### config.mk
export PLATFORM = sky130hd
export DESIGN_NAME = doorbell_sequence_controller
export DESIGN_NICKNAME = d
export VERILOG_FILES = /design/src/design/dsc_pkg.sv /design/src/design/dsc_csr.sv /design/src/design/dsc_fsm.sv /design/src/design/doorbell_sequence_controller.sv
export SDC_FILE = /design/constraint.sdc
export NUM_CORES = 1
export LEC_CHECK = 0
export BUFFER_PORTS_ARGS = -buffer_cell sky130_fd_sc_hd__buf_2
export CORE_MARGIN = 10
export CORE_UTILIZATION = 58
export DETAILED_ROUTE_END_ITERATION = 6
export HOLD_SLACK_MARGIN = 0.06
export PLACE_DENSITY = 0.82
export SYNTH_ARGS = -nofsm -noshare
export SYNTH_HDL_FRONTEND = slang
export SYNTH_SLANG_ARGS = --single-unit
### constraint.sdc
create_clock -name clock -period 8.2 [get_ports clock]
set_clock_uncertainty 0.15 [all_clocks]
set_input_delay 0.41 -clock clock [delete_from_list [all_inputs] [get_ports clock]]
set_output_delay 0.41 -clock clock [all_outputs]
set_load 0.05 [all_outputs]
### src/design/dsc_pkg.sv
`default_nettype none
package dsc_pkg;

   // width of the tick countdown
   localparam int TICK_COUNT_BITS = 16;

   // largest count, kept wide so it can be compared with a 16-bit register
   localparam logic [32:0] TICK_MAX_WIDE = (33'd1 << TICK_COUNT_BITS) - 33'd1;

   localparam int REQ_DATA_BITS = 24;
   localparam int RSP_DATA_BITS = 16;
   localparam int CSR_INDEX_BITS = 3;
   localparam int CSR_DATA_BITS = 16;
   localparam logic [3:0] RINGS_SAT = 4'd15;

   // configuration register indexes
   typedef enum logic [CSR_INDEX_BITS-1:0] {
      CSR_RANGE_LOW     = 3'd0,
      CSR_RANGE_HIGH    = 3'd1,
      CSR_RING_TICKS    = 3'd2,
      CSR_WAIT_TICKS    = 3'd3,
      CSR_BACKOFF_TICKS = 3'd4,
      CSR_MAX_RINGS     = 3'd5
   } csr_index_type;

   // sequencer phases, codes as seen on the result
   typedef enum logic [2:0] {
      PH_SCAN    = 3'd0,
      PH_MEASURE = 3'd1,
      PH_RING    = 3'd2,
      PH_HELD    = 3'd3,
      PH_WAIT    = 3'd4,
      PH_BACKOFF = 3'd5,
      PH_FAULT   = 3'd6
   } phase_type;

   typedef struct packed {
      logic [15:0] range_low;
      logic [15:0] range_high;
      logic [15:0] ring_ticks;
      logic [15:0] wait_ticks;
      logic [15:0] backoff_ticks;
      logic [3:0]  max_rings;
   } cfg_type;

   typedef struct packed {
      logic        door_is_open;
      logic        distance_ok;
      logic [15:0] distance;
      logic        motion_seen;
   } item_type;

   typedef struct packed {
      logic [3:0] rings_used;
      logic       fault;
      logic [2:0] phase_code;
      logic       bell_on;
   } result_type;

   // timer load value, saturating to the countdown range
   function automatic logic [TICK_COUNT_BITS-1:0] load_count(input logic [15:0] ticks);
      logic [32:0] wide;
      wide = 33'(ticks);
      if (wide > TICK_MAX_WIDE) begin
         return TICK_COUNT_BITS'(TICK_MAX_WIDE);
      end
      return TICK_COUNT_BITS'(wide);
   endfunction

endpackage
`default_nettype wire

### src/design/dsc_csr.sv
`default_nettype none
module dsc_csr (
   input  wire logic                                clock,
   input  wire logic                                reset,
   input  wire logic                                csr_valid,
   input  wire logic [dsc_pkg::CSR_INDEX_BITS-1:0]  csr_index,
   input  wire logic [dsc_pkg::CSR_DATA_BITS-1:0]   csr_data,
   output dsc_pkg::cfg_type                         cfg
);

   dsc_pkg::cfg_type cfg_ff;
   dsc_pkg::cfg_type cfg_in;

   // register write decode, unknown indexes are dropped
   always_comb begin
      cfg_in = cfg_ff;
      if (csr_valid) begin
         unique case (dsc_pkg::csr_index_type'(csr_index))
            dsc_pkg::CSR_RANGE_LOW:     cfg_in.range_low = csr_data;
            dsc_pkg::CSR_RANGE_HIGH:    cfg_in.range_high = csr_data;
            dsc_pkg::CSR_RING_TICKS:    cfg_in.ring_ticks = csr_data;
            dsc_pkg::CSR_WAIT_TICKS:    cfg_in.wait_ticks = csr_data;
            dsc_pkg::CSR_BACKOFF_TICKS: cfg_in.backoff_ticks = csr_data;
            dsc_pkg::CSR_MAX_RINGS:     cfg_in.max_rings = csr_data[3:0];
            default: ;
         endcase
      end
   end

   always_ff @(posedge clock) begin
      if (reset) begin
         cfg_ff.range_low     <= 16'd4;
         cfg_ff.range_high    <= 16'd8;
         cfg_ff.ring_ticks    <= 16'd3;
         cfg_ff.wait_ticks    <= 16'd30;
         cfg_ff.backoff_ticks <= 16'(10 * 60);
         cfg_ff.max_rings     <= 4'd3;
      end else begin
         cfg_ff <= cfg_in;
      end
   end

   assign cfg = cfg_ff;

endmodule
`default_nettype wire

### src/design/dsc_fsm.sv
`default_nettype none
module dsc_fsm (
   input  wire logic                 clock,
   input  wire logic                 reset,
   input  wire logic                 step,
   input  wire dsc_pkg::item_type    item,
   input  wire dsc_pkg::cfg_type     cfg,
   output dsc_pkg::result_type       result
);

   dsc_pkg::phase_type                    phase_ff, phase_in;
   logic [dsc_pkg::TICK_COUNT_BITS-1:0]   count_ff, count_in;
   logic [3:0]                            rings_ff, rings_in;

   logic       expired;
   logic       in_window;
   logic [3:0] rings_inc;

   // shared timer check: phase ends when the count is one or less
   assign expired = (count_ff <= dsc_pkg::TICK_COUNT_BITS'(1));
   assign in_window = (item.distance >= cfg.range_low) &&
                      (item.distance <= cfg.range_high);
   assign rings_inc = (rings_ff < dsc_pkg::RINGS_SAT) ? rings_ff + 4'd1 : rings_ff;

   // next phase, timer and retry count for one beat
   always_comb begin
      phase_in = phase_ff;
      count_in = count_ff;
      rings_in = rings_ff;
      unique case (phase_ff)
         dsc_pkg::PH_SCAN: begin
            if (item.motion_seen) phase_in = dsc_pkg::PH_MEASURE;
         end
         dsc_pkg::PH_MEASURE: begin
            if (!item.distance_ok) begin
               phase_in = dsc_pkg::PH_FAULT;
               count_in = '0;
            end else if (in_window) begin
               rings_in = '0;
               phase_in = dsc_pkg::PH_RING;
               count_in = dsc_pkg::load_count(cfg.ring_ticks);
            end else begin
               phase_in = dsc_pkg::PH_SCAN;
            end
         end
         dsc_pkg::PH_RING: begin
            if (expired) begin
               count_in = '0;
               if (item.door_is_open) begin
                  phase_in = dsc_pkg::PH_HELD;
               end else begin
                  phase_in = dsc_pkg::PH_WAIT;
                  count_in = dsc_pkg::load_count(cfg.wait_ticks);
               end
            end else begin
               count_in = count_ff - dsc_pkg::TICK_COUNT_BITS'(1);
            end
         end
         dsc_pkg::PH_HELD: begin
            if (!item.door_is_open) phase_in = dsc_pkg::PH_SCAN;
         end
         dsc_pkg::PH_WAIT: begin
            if (expired) begin
               rings_in = rings_inc;
               if (rings_inc >= cfg.max_rings) begin
                  phase_in = dsc_pkg::PH_BACKOFF;
                  count_in = dsc_pkg::load_count(cfg.backoff_ticks);
               end else begin
                  phase_in = dsc_pkg::PH_RING;
                  count_in = dsc_pkg::load_count(cfg.ring_ticks);
               end
            end else begin
               count_in = count_ff - dsc_pkg::TICK_COUNT_BITS'(1);
            end
         end
         dsc_pkg::PH_BACKOFF: begin
            if (expired) begin
               count_in = '0;
               phase_in = dsc_pkg::PH_SCAN;
            end else begin
               count_in = count_ff - dsc_pkg::TICK_COUNT_BITS'(1);
            end
         end
         dsc_pkg::PH_FAULT: ;
         default: begin
            phase_in = dsc_pkg::PH_SCAN;
            count_in = '0;
         end
      endcase
   end

   // state advances only when a beat moves to the result register
   always_ff @(posedge clock) begin
      if (reset) begin
         phase_ff <= dsc_pkg::PH_SCAN;
         count_ff <= '0;
         rings_ff <= '0;
      end else if (step) begin
         phase_ff <= phase_in;
         count_ff <= count_in;
         rings_ff <= rings_in;
      end
   end

   // result describes the state after the beat
   assign result.bell_on    = (phase_in == dsc_pkg::PH_RING);
   assign result.phase_code = phase_in;
   assign result.fault      = (phase_in == dsc_pkg::PH_FAULT);
   assign result.rings_used = rings_in;

endmodule
`default_nettype wire

### src/design/doorbell_sequence_controller.sv
// an accepted request beat passes the input register, then the result register, to its response beat
// throughput: one beat per cycle while the response side is not stalled, set by the phase update
// between the input register and the result register
// reset: synchronous, active high; phase scan, timer and retry count zero,
// configuration registers back to their defaults, both channels empty
`default_nettype none
module doorbell_sequence_controller (
   input  wire logic                                clock,
   input  wire logic                                reset,
   input  wire logic                                req_tvalid,
   output      logic                                req_tready,
   // motion_seen[0], distance[16:1], distance_ok[17], door_is_open[18], zero fill
   input  wire logic [dsc_pkg::REQ_DATA_BITS-1:0]   req_tdata,
   output      logic                                rsp_tvalid,
   input  wire logic                                rsp_tready,
   // bell_on[0], phase_code[3:1], fault[4], rings_used[8:5], zero fill
   output      logic [dsc_pkg::RSP_DATA_BITS-1:0]   rsp_tdata,
   input  wire logic                                csr_valid,
   output      logic                                csr_ready,
   input  wire logic [dsc_pkg::CSR_INDEX_BITS-1:0]  csr_index,
   input  wire logic [dsc_pkg::CSR_DATA_BITS-1:0]   csr_data
);

   dsc_pkg::cfg_type    cfg;
   dsc_pkg::item_type   item_ff;
   dsc_pkg::result_type result;
   dsc_pkg::result_type rsp_ff;
   logic                in_valid_ff;
   logic                rsp_valid_ff;
   logic                out_free;
   logic                step;

   assign csr_ready = 1'b1;

   dsc_csr u_csr (
      .clock     (clock),
      .reset     (reset),
      .csr_valid (csr_valid),
      .csr_index (csr_index),
      .csr_data  (csr_data),
      .cfg       (cfg)
   );

   // pipeline control
   assign out_free   = !rsp_valid_ff || rsp_tready;
   assign step       = in_valid_ff && out_free;
   assign req_tready = !in_valid_ff || out_free;

   // input register
   always_ff @(posedge clock) begin
      if (reset) begin
         in_valid_ff <= 1'b0;
      end else if (req_tready) begin
         in_valid_ff <= req_tvalid;
      end
   end

   always_ff @(posedge clock) begin
      if (req_tready && req_tvalid) begin
         item_ff <= dsc_pkg::item_type'(req_tdata[18:0]);
      end
   end

   dsc_fsm u_fsm (
      .clock  (clock),
      .reset  (reset),
      .step   (step),
      .item   (item_ff),
      .cfg    (cfg),
      .result (result)
   );

   // result register
   always_ff @(posedge clock) begin
      if (reset) begin
         rsp_valid_ff <= 1'b0;
      end else if (out_free) begin
         rsp_valid_ff <= in_valid_ff;
      end
   end

   always_ff @(posedge clock) begin
      if (step) begin
         rsp_ff <= result;
      end
   end

   assign rsp_tvalid = rsp_valid_ff;
   assign rsp_tdata  = {7'd0, rsp_ff};

endmodule
`default_nettype wire
; Word level (Yosys, flattened, before mapping)
; Index checks and enable logic that the tools add are counted.
[op_classes]
addsub = 2
magnitude_cmp = 5
n_eq_ne = 14
mux = 23
n_bitwise = 1
n_reduce_logical = 17
[op_table]
columns = op, n
row1 = $mux W16, 7
row2 = $pmux W16 S5, 1
row3 = $mux W3, 8
row4 = $pmux W3 S7, 1
row5 = $eq A3 B3 Y1 const B, 6
row6 = $ge A16 B16 Y1, 1
row7 = $le A16 B1 Y1 const B, 1
row8 = $le A16 B16 Y1, 1
row9 = $mux W4, 4
row10 = $sub A16 B1 Y16 const B, 1
row11 = $eq A3 B2 Y1 const B, 5
row12 = $reduce_and A2 Y1, 6
row13 = $pmux W4 S2, 1
row14 = $eq A3 B1 Y1 const B, 2
row15 = $logic_not A3 Y1, 2
row16 = $add A4 B1 Y4 const B, 1
row17 = $ge A4 B4 Y1, 1
row18 = $lt A4 B4 Y1 const B, 1
row19 = $logic_and A1 B1 Y1, 3
row20 = $ne A3 B2 Y1 const B, 1
row21 = $reduce_and A3 Y1, 1
row22 = $reduce_or A3 Y1, 1
row23 = $logic_not A1 Y1, 2
row24 = $logic_or A1 B1 Y1, 2
row25 = 2 further kinds, 2
[word_totals]
reg_bits = 137
inputBits = 48
out_inout_bits = 19
elab_cells = 81

; Longest topological paths before layout
; Gate-level depths: netlist of the first run.
[depth]
ltp_word = 7
mapped_depth = 11
ltp_nobuf = 11

; Hierarchy
; From an unflattened synthesis of the first run, not the netlist that was laid out.
[unflattened]
cells_unflattened = 741
area_unflattened_um2 = 7362.1
[modules_own_cells]
columns = module, n_inst, cells_each, area_per_inst_um2, seq_area_each_um2
row1 = dsc_csr, 1, 310, 3394.5, 1681.6
row2 = dsc_fsm, 1, 383, 2955.3, 460.4
row3 = doorbell_sequence_controller, 1, 48, 1012.2, 880.8

; Worst setup path before layout of the first run
; No wires, ideal clock.
[synth_timing]
path_kind = reg2reg
from = register u_fsm.rings_ff[0]
to = register u_fsm.count_ff[14] in the netlist's numbering
arrival_time_ps = 2810
setup_slack_ps = 5096
stages_incl_launch_ff = 12
path_buffers = 0
synth_period_minus_slack_ps = 3104
path_cell_list = dfxtp_1 -> ha_1 -> nand3_1 -> xnor2_1 -> ha_1 -> nand2b_1 -> a2111oi_0 -> or3_2 -> a32o_4 -> a221o_1 -> o211ai_1 -> o221ai_1
[synth_via]
elab_chain_cells = 6
[synth_rtl]
columns = element, line_no
row1 = "start, declared", dsc_fsm.sv:13  ; logic [3:0] rings_ff, rings_in;
row2 = "start signal, assigned", dsc_fsm.sv:101  ; rings_ff <= rings_in;
row3 = $add A4 B1 Y4 or $lt A4 B4 Y1 (tied branches), dsc_fsm.sv:23  ; assign rings_inc = (rings_ff < dsc_pkg::RINGS_SAT) ? rings_ff + 4'd1 : rings_ff;
row4 = $mux W4 *, dsc_fsm.sv:23
row5 = $ge A4 B4 Y1 *, dsc_fsm.sv:65  ; if (rings_inc >= cfg.max_rings) begin
row6 = $mux W16 *, dsc_fsm.sv:65
row7 = $mux W16 *, dsc_fsm.sv:63  ; if (expired) begin
row8 = $pmux W16 S5 *, dsc_fsm.sv:30  ; unique case (phase_ff)
row9 = "end signal, assigned", dsc_fsm.sv:100  ; count_ff <= count_in;
row10 = "end, declared", dsc_fsm.sv:12  ; logic [dsc_pkg::TICK_COUNT_BITS-1:0] count_ff, count_in;
; Every way passes the cells marked *; elsewhere a longest branch is shown, timed or not.
; A chain may end at the register's enable or synchronous reset.

; Final worst setup path of the first run
; Ends and elaborated chain as after synthesis.

==> results of run 1 <==
-- layer usage --
| layer | vias up | GRT usage, % | routed length (um) |
|---|---|---|---|
| li1 | 2897 | - | - |
| met1 | 2859 | 23.9 | 6880 |
| met4 | 0 | 9.63 | 493 |
| met2 | 282 | 39.7 | 9310 |
| met3 | 55 | 5.42 | 1500 |
| met5 | - | 0 | 0 |
-- cell families after synthesis --
kind of cell    share of synthesized area, %
mux                                    0.579
xor+xnor                                1.14
fa+ha+maj                               7.06
other cells                            0.109
simple gates                            20.7
flops                                   43.7
buf+inv                                 6.82
compound gates                          19.9
-- worst paths after layout --
path | start | endpoint | slack [ns] | cells after the start
worst max-delay path | u_fsm.rings_ff[0] | u_fsm.count_ff[14] | 4.41 | 11
worst min-delay path | csr_data[8] | u_csr.cfg[44] | 0.13 | 3
worst max register to register | u_fsm.rings_ff[0] | u_fsm.count_ff[14] | 4.41 | 11
worst min register to register | u_csr.cfg[69] | u_csr.cfg[69] | 0.31 | 2
-- metrics by stage --
step	area, um^2	util [%]	power, mW
after floorplan	6930	-	0.854
after global placement	7150	61.8	0.889
after detailed placement	7150	61.8	0.895
after CTS	7980	69.0	1.70
after global routing	7980	69.0	1.75
final	7980	69.0	1.70
-- power groups by stage --
stage	clock (mW)	combinational, mW	sequential [mW]
finish	0.810	0.170	0.724
global route	0.836	0.185	0.725
CTS	0.807	0.168	0.723
detailed placement	0	0.158	0.737
global placement	0	0.153	0.736
floorplan	0	0.113	0.741
-- tightest hold or removal path: cells and delay by family --
| family | cells | cell delay (ns) |
|---|---|---|
| buffers and inverters | 1 | 0.14 |
| and+or+nand+nor | 1 | 0.06 |
| AOI/OAI and AO/OA | 1 | 0.05 |
-- cells in the final DEF, fill, tap and decap left out, types with 16 or more instances in the layout --
| cell type | n |
|---|---|
| nand2_1 | 198 |
| clkbuf_16 | 18 |
| buf_2 | 53 |
| edfxtp_1 | 28 |
| a21oi_1 | 95 |
| o21ai_0 | 16 |
| nand3_1 | 24 |
| inv_1 | 57 |
| dfxtp_1 | 109 |
| ha_1 | 39 |
| dlygate4sd3_1 | 20 |
| nor2_1 | 23 |
-- sequential cells by signal (all words and copies together), names as in the netlist --
signal,count
in_valid_ff,1
u_fsm.rings_ff,4
item_ff,19
u_fsm.count_ff,16
u_csr.cfg,84
rsp_tvalid,1
u_fsm.phase_ff,3
rsp_tdata,9
-- cell type report --
cell class / instances / area, um^2
inverters: 59 / 221
multi-input cells: 566 / 3440
repair buffers: 76 / 488
flip-flops and latches: 137 / 3020
well taps: 143 / 179
fillers: 872 / 3580
clock buffers: 21 / 492
diodes: 1 / 2.50
clock inverters: 11 / 138
==> flow_metrics.tcl, run 1 <==
set metrics [dict create \
    grt.overflow.total 0 \
    crit_path_cell_trace "ha_1 > nand3_1 > nand2_1 > o21ai_0 > ha_1 > a2111oi_0 > or3_2 > a32o_4 > a221o_1 > o211ai_1 > o221ai_1" \
    ys_warn_count 0 \
    post_cts_buffers 0 \
    firstDrtPassIters 5 \
    p_sw_mw 0.418 \
    fin_crit_sh_pct 46.2 \
    timing.final.ws_setup_ns 4.41 \
    die_w_um 129 \
    power_density_mw_per_mm2 213 \
    pwr-share-comb_pct 10.0 \
    crit_path_max_fanout 16 \
    cts_max_level 4 \
    cts_sinks 137 \
    arrival_ns 3.91 \
    ys_async_sr_fraction_pct 0 \
    outcome "finished clean" \
    worstSetupPathType "flop to flop" \
    yosysSeqAreaShare_pct 43.7 \
    netlist_area_mm2 0.00691 \
    post-dp-hpwl_um 12200 \
    p_leak_nw 3.05 \
    drt-total-wl_um 18200 \
    whs_ns 0.127 \
    grt_usage_pct 22.0 \
    synth_seq_cells 137 \
    dieArea_mm2 0.0167 \
    fmax_ghz 0.264 \
    grt_pass1_wl_um 29300 \
    synth_largest_area_cell "dfxtp_1" \
    row_count 39 \
    cts_max_path_buffers 2 \
    startpoint_type "flop" \
    cpLargestDelayFamily "compound AO/OA/AOI/OAI gates" \
    clk_latency_ns 0.43 \
    place_congestion 0.912 \
    drc_errors 0 \
    syn_to_final_growth_pct 15.5 \
    tightest_slew_ns 1.30 \
    path_clk_slew_ns 0.06 \
    die_h_um 129 \
    critPathMaxStageDelay_ns 0.59 \
    syn_area_per_cell_um2 8.61 \
    via_per_inst 6.01 \
    worstPathRequired_ns 8.32 \
    via_count 6093 \
    cts_resized 0 \
    rsz0062_at_grt "no" \
    fin_cells 1014 \
    path_buf_inv 0 \
    p_int_mw 1.29 \
    maxCapViolCount 0 \
    placedCellCount 961 \
    antenna_left 0 \
    cts-root-buf "clkbuf_16" \
    netlist.area_leader.share_pct 31.6 \
    syn_inst 803 \
    synthMostInstantiatedCell "nand2_1" \
    pwr-share-seq_pct 42.5 \
    synth_common_cells "198 x nand2_1, 109 x dfxtp_1, 95 x a21oi_1, 57 x inv_1, 39 x ha_1" \
    drive_gt1_share_pct 16.7 \
    core_area_mm2 0.0116 \
    finalMaxSlewViolations 0 \
    antenna_found_initial 0 \
    ir_drop_v 0.000150 \
    drtIter0Drc 564 \
    num_io_pins 67 \
    critPathSlowestCell "or3_2" \
    switching_share_pct 24.5 \
    cts_tree "yes" \
    ys_types 74 \
    yosys-top-cells-area "dfxtp_1 32%, edfxtp_1 12%, nand2_1 11%, ha_1 7.1%, a21oi_1 6.9%" \
    preCtsSetupSlack_ns 4.50 \
    fin_crit_ns 3.79 \
    grt_max_degree 87 \
    io_buffers 53 \
    synth_edf_count 28 \
    wire_per_inst_um 17.9 \
    start_util_pct 59.8 \
    slew_headroom_pct 13.3 \
    grt_pass1_vias 6109 \
    final-setup-viol-count 0 \
    ys.flop_type "dfxtp_1" \
    hold_path.class "input pin to flop" \
    cpMostUsedCell "ha_1" \
    tns_ns 0 \
    numCtsBuffers 17 \
    clock_power_share_pct 47.5 \
    hold_buffers 20 \
    finalHoldViolations 0 \
    layout.nets 944 \
    end_kind "flop" \
]
(Power assumes the default switching activity.)
==> run 2: changes to the inputs <==
--- a/config.mk
+++ b/config.mk
@@ -5,6 +5,7 @@
 export SDC_FILE = /design/constraint.sdc
 export NUM_CORES = 1
 export LEC_CHECK = 0
+export ABC_AREA = 1
 export BUFFER_PORTS_ARGS = -buffer_cell sky130_fd_sc_hd__buf_2
 export CORE_MARGIN = 10
 export CORE_UTILIZATION = 58
==> constraint.sdc (replaced) <==
create_clock -name clock -period 3.6 [get_ports clock]
set_clock_uncertainty 0.15 [all_clocks]
set_input_delay 0.18 -clock clock [delete_from_list [all_inputs] [get_ports clock]]
set_output_delay 0.18 -clock clock [all_outputs]
set_load 0.05 [all_outputs]
==> run 2 against run 1 <==
Sequential share of layout area decreased by 2.6 points. Count of clock-buffer cells in the layout increased by 3. Via count increased by 12%. Register-to-register slack got worse by 3.9 ns. Clock power increased by 120%. Die area increased by 3.3%. Sequential cell count unchanged. Non-clock buffer count increased by 29. Largest cell class unchanged.
==> flow_metrics.tcl, run 2 <==
set metrics [dict create \
    outcome "finished clean" \
    via_count 6845 \
    synthMostInstantiatedCell "nand2_1" \
    crit_path_max_fanout 14 \
    finalMaxSlewViolations 0 \
    syn_area_per_cell_um2 7.24 \
    drt-total-wl_um 19200 \
    tightest_slew_ns 1.18 \
    startpoint "u_fsm.rings_ff[0]" \
    ir_drop_v 0.000368 \
    layout.nets 1169 \
    p_int_mw 2.99 \
    syn_inst 993 \
    wire_per_inst_um 15.2 \
    grt_max_degree 49 \
    reg2reg_setup_slack_ns 0.51 \
    startpoint_type "flop" \
    drive_gt1_share_pct 9.41 \
    power_density_mw_per_mm2 478 \
    slew_headroom_pct 21.0 \
    min_from "csr_index[1]" \
    ys_warn_count 0 \
    final_common_cell "nand2_1" \
    fin_area_mm2 0.00858 \
    worstSetupPathType "flop to flop" \
    io_buffers 53 \
    num_io_pins 67 \
    p_sw_mw 1.12 \
    drtIter0Drc 598 \
    die_h_um 131 \
    arrival_ns 3.22 \
    synth_edf_count 28 \
    most-common-layout-cells "200 x nand2_1, 141 x inv_1, 109 x a21oi_1, 109 x dfxtp_1, 97 x nor2_1" \
    dieArea_mm2 0.0172 \
    rr_startpoint "u_fsm.rings_ff[0]" \
    pwr-share-comb_pct 16.4 \
    ys_types 31 \
    synth_seq_cells 137 \
    netlist_area_mm2 0.00719 \
    placed_area_mm2 0.00754 \
    cts_max_path_buffers 2 \
    clk_latency_ns 0.42 \
    largest_reg_flops 84 \
    netlist.area_leader.share_pct 30.4 \
    grt_pass1_vias 6596 \
    worstPathRequired_ns 3.73 \
    end_kind "flop" \
    finalHoldViolations 0 \
    numCtsBuffers 17 \
    via_per_inst 5.42 \
    yosysSeqAreaShare_pct 42.1 \
    tns_ns 0 \
    grt_pass1_wl_um 31700 \
    hold_path.class "input pin to flop" \
    switching_share_pct 27.2 \
    antenna_found_initial 0 \
    fin_crit_ns 3.09 \
    n_antenna_cell 0 \
    cts_max_level 4 \
    grt_usage_pct 22.1 \
    die_w_um 131 \
    rsz0062_at_grt "no" \
    fmax_ghz 0.323 \
    post-route-util_pct 71.1 \
    syn_to_final_growth_pct 19.4 \
    core_area_mm2 0.0121 \
    yosys-top-cells-area "dfxtp_1 30%, edfxtp_1 12%, nand2_1 10%, a21oi_1 7.6%, inv_1 7.4%" \
    fin_crit_sh_pct 85.9 \
    cts_tree "yes" \
    start_util_pct 59.6 \
    place_congestion 0.905 \
    clock_power_share_pct 42.8 \
    synth_largest_area_cell "dfxtp_1" \
    p_leak_nw 3.91 \
    ys_async_sr_fraction_pct 0 \
    maxCapViolCount 0 \
    pwr-share-seq_pct 40.8 \
    antenna_left 0 \
    final-setup-viol-count 0 \
    cts_resized 0 \
    path_clk_slew_ns 0.06 \
    drc_errors 0 \
    ys.flop_type "dfxtp_1" \
    cts_sinks 137 \
    row_count 40 \
    firstDrtPassIters 5 \
    cts-root-buf "clkbuf_16" \
    synth_common_cells "200 x nand2_1, 142 x inv_1, 109 x a21oi_1, 109 x dfxtp_1, 97 x nor2_1" \
    grt.overflow.total 0 \
    post-dp-hpwl_um 12400 \
]
## run 2: power groups by stage
stage / Clock (mW) / Combinational, mW / Sequential (mW)
floorplan: 0 / 0.433 / 1.72
global placement: 0 / 0.594 / 1.70
detailed placement: 0 / 0.610 / 1.70
CTS: 1.76 / 0.653 / 1.67
global route: 1.82 / 0.755 / 1.68
finish: 1.76 / 0.675 / 1.67
## run 2: worst paths after layout
path	depth (start not counted)	endpoint
worst max register to register	17	rsp_tdata[0]
worst min register to register	2	u_csr.cfg[15]
worst max-delay path	17	rsp_tdata[0]
worst min-delay path	5	u_csr.cfg[55]
## run 2: through the flow
step	std cells	setup WS (ns)	total power, mW	hold WS, ns
after floorplan	999	1.06	2.16	0.129
after global placement	1187	0.699	2.30	0.206
after detailed placement	1187	0.656	2.31	0.208
after CTS	1262	0.544	4.09	0.0835
after global routing	1262	0.236	4.26	0.135
final	1262	0.508	4.10	0.114
## run 2: cell families after synthesis
group	Yosys count	share of synthesized area [%]
other	2	0.105
adders and majority gates	39	6.79
buffers and inverters	189	10.6
AOI/OAI and AO/OA	210	15.4
DFF	137	42.1
xor gates and xnor gates	7	0.853
and+or+nand+nor	409	24.2
## run 2: final cells by class
class | instances | area (um^2)
Sequential cell | 137 | 3020
Multi-Input combinational cell | 673 | 3420
Fill cell | 909 | 3480
Clock inverter | 7 | 87.6
Inverter | 148 | 556
Clock buffer | 24 | 513
Timing Repair Buffer | 105 | 766
Tap cell | 168 | 210
## run 2: metal layers
layer / global-route usage, % / part of all wire, % / vias to the layer above
met5: 0 / 0 / -
met4: 10.5 / 3.4 / 0
met3: 5.34 / 8.1 / 55
met2: 37.4 / 48 / 309
met1: 25.6 / 40 / 3084
li1: - / - / 3397
## run 2: repair_timing
action | in CTS | in global routing
buffers inserted | 0 | 0
hold endpoints to repair | 103 | 0
hold buffers | 44 | 0
## run 2: worst max-delay path, cell delays in order, from the launching register on
cell     delay, ns
dfxtp_1       0.45
ha_1          0.20
nand2_1       0.05
inv_1         0.08
nand2_1       0.10
o21ai_0       0.29
ha_1          0.32
nand2_1       0.09
nand2_1       0.05
nand2_1       0.12
nand3_2       0.09
inv_1         0.39
o21ai_0       0.14
nand3_1       0.10
nor2_1        0.06
nand2_1       0.13
nand2_1       0.05
nor2_1        0.08
==> run 3: changes to the inputs <==
--- a/config.mk
+++ b/config.mk
@@ -8,10 +8,10 @@
 export ABC_AREA = 1
 export BUFFER_PORTS_ARGS = -buffer_cell sky130_fd_sc_hd__buf_2
 export CORE_MARGIN = 10
-export CORE_UTILIZATION = 58
+export CORE_UTILIZATION = 35
 export DETAILED_ROUTE_END_ITERATION = 6
 export HOLD_SLACK_MARGIN = 0.06
-export PLACE_DENSITY = 0.82
+export PLACE_DENSITY = 0.56
 export SYNTH_ARGS = -nofsm -noshare
 export SYNTH_HDL_FRONTEND = slang
 export SYNTH_SLANG_ARGS = --single-unit
==> run 3 against run 2 <==
Global-route usage decreased by 7.4 points. Sequential share of layout area decreased by 0.44 points. Critical path type unchanged. Via count decreased by 6.3%. Largest power group unchanged. Cell area increased by 1.3%. Highest routed layer unchanged. Die area increased by 55%.
==> flow_metrics.tcl, run 3 (synthesis gave the netlist of run 2 again) <==
set metrics [dict create \
    finalHoldViolations 0 \
    slew_headroom_pct 42.7 \
    largest_reg_flops 84 \
    switching_share_pct 27.7 \
    final_common_cell "nand2_1" \
    grt_usage_pct 14.6 \
    firstDrtPassIters 5 \
    drc_errors 0 \
    startpoint_type "flop" \
    p_sw_mw 1.15 \
    clk_latency_ns 0.42 \
    wire_per_inst_um 13.8 \
    pwr-share-comb_pct 16.1 \
    fin_crit_ns 2.90 \
    arrival_ns 3.10 \
    path_clk_slew_ns 0.06 \
    cts_tree "yes" \
    syn_to_final_growth_pct 20.9 \
    power_density_mw_per_mm2 477 \
    n_antenna_cell 0 \
    grt_pass1_vias 6204 \
    grt_max_degree 55 \
    core_area_mm2 0.0202 \
    fillCellCount 2053 \
    start_util_pct 35.5 \
    via_count 6417 \
    cts_max_path_buffers 2 \
    via_per_inst 4.71 \
    crit_path_max_fanout 15 \
    place_congestion 0.909 \
    outcome "finished clean" \
    fmax_ghz 0.344 \
    most-common-layout-cells "200 x nand2_1, 141 x inv_1, 109 x a21oi_1, 109 x dfxtp_1, 97 x nor2_1" \
    cts-root-buf "clkbuf_16" \
    cts_max_level 4 \
    hold_path.class "input pin to flop" \
    min_from "csr_index[2]" \
    antenna_left 0 \
    io_buffers 53 \
    pwr-share-seq_pct 40.3 \
    dieArea_mm2 0.0267 \
    cts_sinks 137 \
    rr_startpoint "u_fsm.rings_ff[0]" \
    rsz0062_at_grt "no" \
    row_count 52 \
    final-setup-viol-count 0 \
    ff2ff_path_depth 16 \
    num_io_pins 67 \
    drtIter0Drc 556 \
    p_int_mw 3.00 \
    reg2reg_setup_slack_ns 0.70 \
    ir_drop_v 0.000350 \
    end_kind "flop" \
    post-dp-hpwl_um 13500 \
    grt.overflow.total 0 \
    numCtsBuffers 17 \
    holdPathEnd "u_csr.cfg[0]" \
    grt_pass1_wl_um 31500 \
    die_h_um 163 \
    die_w_um 163 \
    antenna_found_initial 0 \
    worstSetupPathType "flop to flop" \
    finalPower_mw 4.15 \
    worstPathRequired_ns 3.79 \
    fin_crit_sh_pct 80.7 \
    layout.nets 1165 \
    drt-total-wl_um 18800 \
    clock_power_share_pct 43.6 \
    p_leak_nw 3.90 \
    r2r_end "u_fsm.count_ff[10]" \
    cts_resized 0 \
    finalMaxSlewViolations 0 \
    tightest_slew_ns 0.858 \
    maxCapViolCount 0 \
    drive_gt1_share_pct 9.72 \
    tns_ns 0 \
    post_cts_buffers 0 \
    hold_depth 5 \
]
## run 3: through the flow
| stage | hold WS [ns] | util (%) | cells | instance area (um^2) | setup slack [ns] |
|---|---|---|---|---|---|
| final | 0.0714 | 42.9 | 1361 | 8690 | 0.695 |
| after global routing | 0.105 | 42.9 | 1361 | 8690 | 0.395 |
| after CTS | 0.0655 | 42.9 | 1361 | 8690 | 0.733 |
| after detailed placement | 0.208 | 37.9 | 1289 | 7670 | 0.778 |
| after global placement | 0.206 | 37.9 | 1289 | 7670 | 0.807 |
| after floorplan | 0.129 | - | 999 | 7210 | 1.06 |
## run 3: worst max-delay path: stages, from the launching register on
cell	delay, ns
dfxtp_1	0.43
ha_1	0.21
nand2_1	0.06
inv_1	0.09
nor3_1	0.05
a21oi_1	0.17
ha_1	0.28
a21oi_1	0.35
nand3_2	0.18
buf_4	0.24
nand2_1	0.08
nand3_1	0.07
nand2_1	0.07
nand2_1	0.07
nand2_1	0.09
nand3_1	0.08
a21oi_1	0.17
## run 3: layout make-up
class	instances	area (um^2)	area share, %
clock inverters	9	111	1.28
well taps	270	338	3.89
inverters	148	556	6.39
repair buffers	101	726	8.35
multi-input cells	673	3420	39.4
flip-flops and latches	137	3020	34.8
clock buffers	23	509	5.86
## run 3: layer usage
metal / GRT usage, % / routed length (um) / vias to the layer above
li1: - / - / 3393
met1: 18.9 / 8830 / 2902
met2: 24.5 / 9010 / 106
met3: 2.82 / 757 / 16
met4: 3.81 / 187 / 0
met5: 0 / 0 / -
## run 3: worst max path at each step
stage,start,end,depth (start not counted)
after floorplan,u_fsm.rings_ff[0],rsp_tdata[1],12
after detailed placement,u_fsm.rings_ff[0],u_fsm.count_ff[13],16
after CTS,u_fsm.rings_ff[0],u_fsm.count_ff[10],16
final,u_fsm.rings_ff[0],u_fsm.count_ff[10],16
after global placement,u_fsm.rings_ff[0],u_fsm.count_ff[10],18
after global routing,u_fsm.rings_ff[0],u_fsm.count_ff[13],16
## run 3: power by group through the flow
stage / sequential [mW] / combinational [mW] / clock, mW
2_1_floorplan: 1.72 / 0.433 / 0
3_3_place_gp: 1.70 / 0.629 / 0
3_5_place_dp: 1.70 / 0.635 / 0
4_1_cts: 1.67 / 0.671 / 1.84
5_1_grt: 1.68 / 0.770 / 1.89
6_report: 1.67 / 0.669 / 1.81
## run 3: repair_timing
| item | in CTS | in global routing |
|---|---|---|
| endpoints found under the setup margin | 0 | 0 |
| hold buffers | 40 | 0 |
| endpoints found under the hold margin | 105 | 0 |
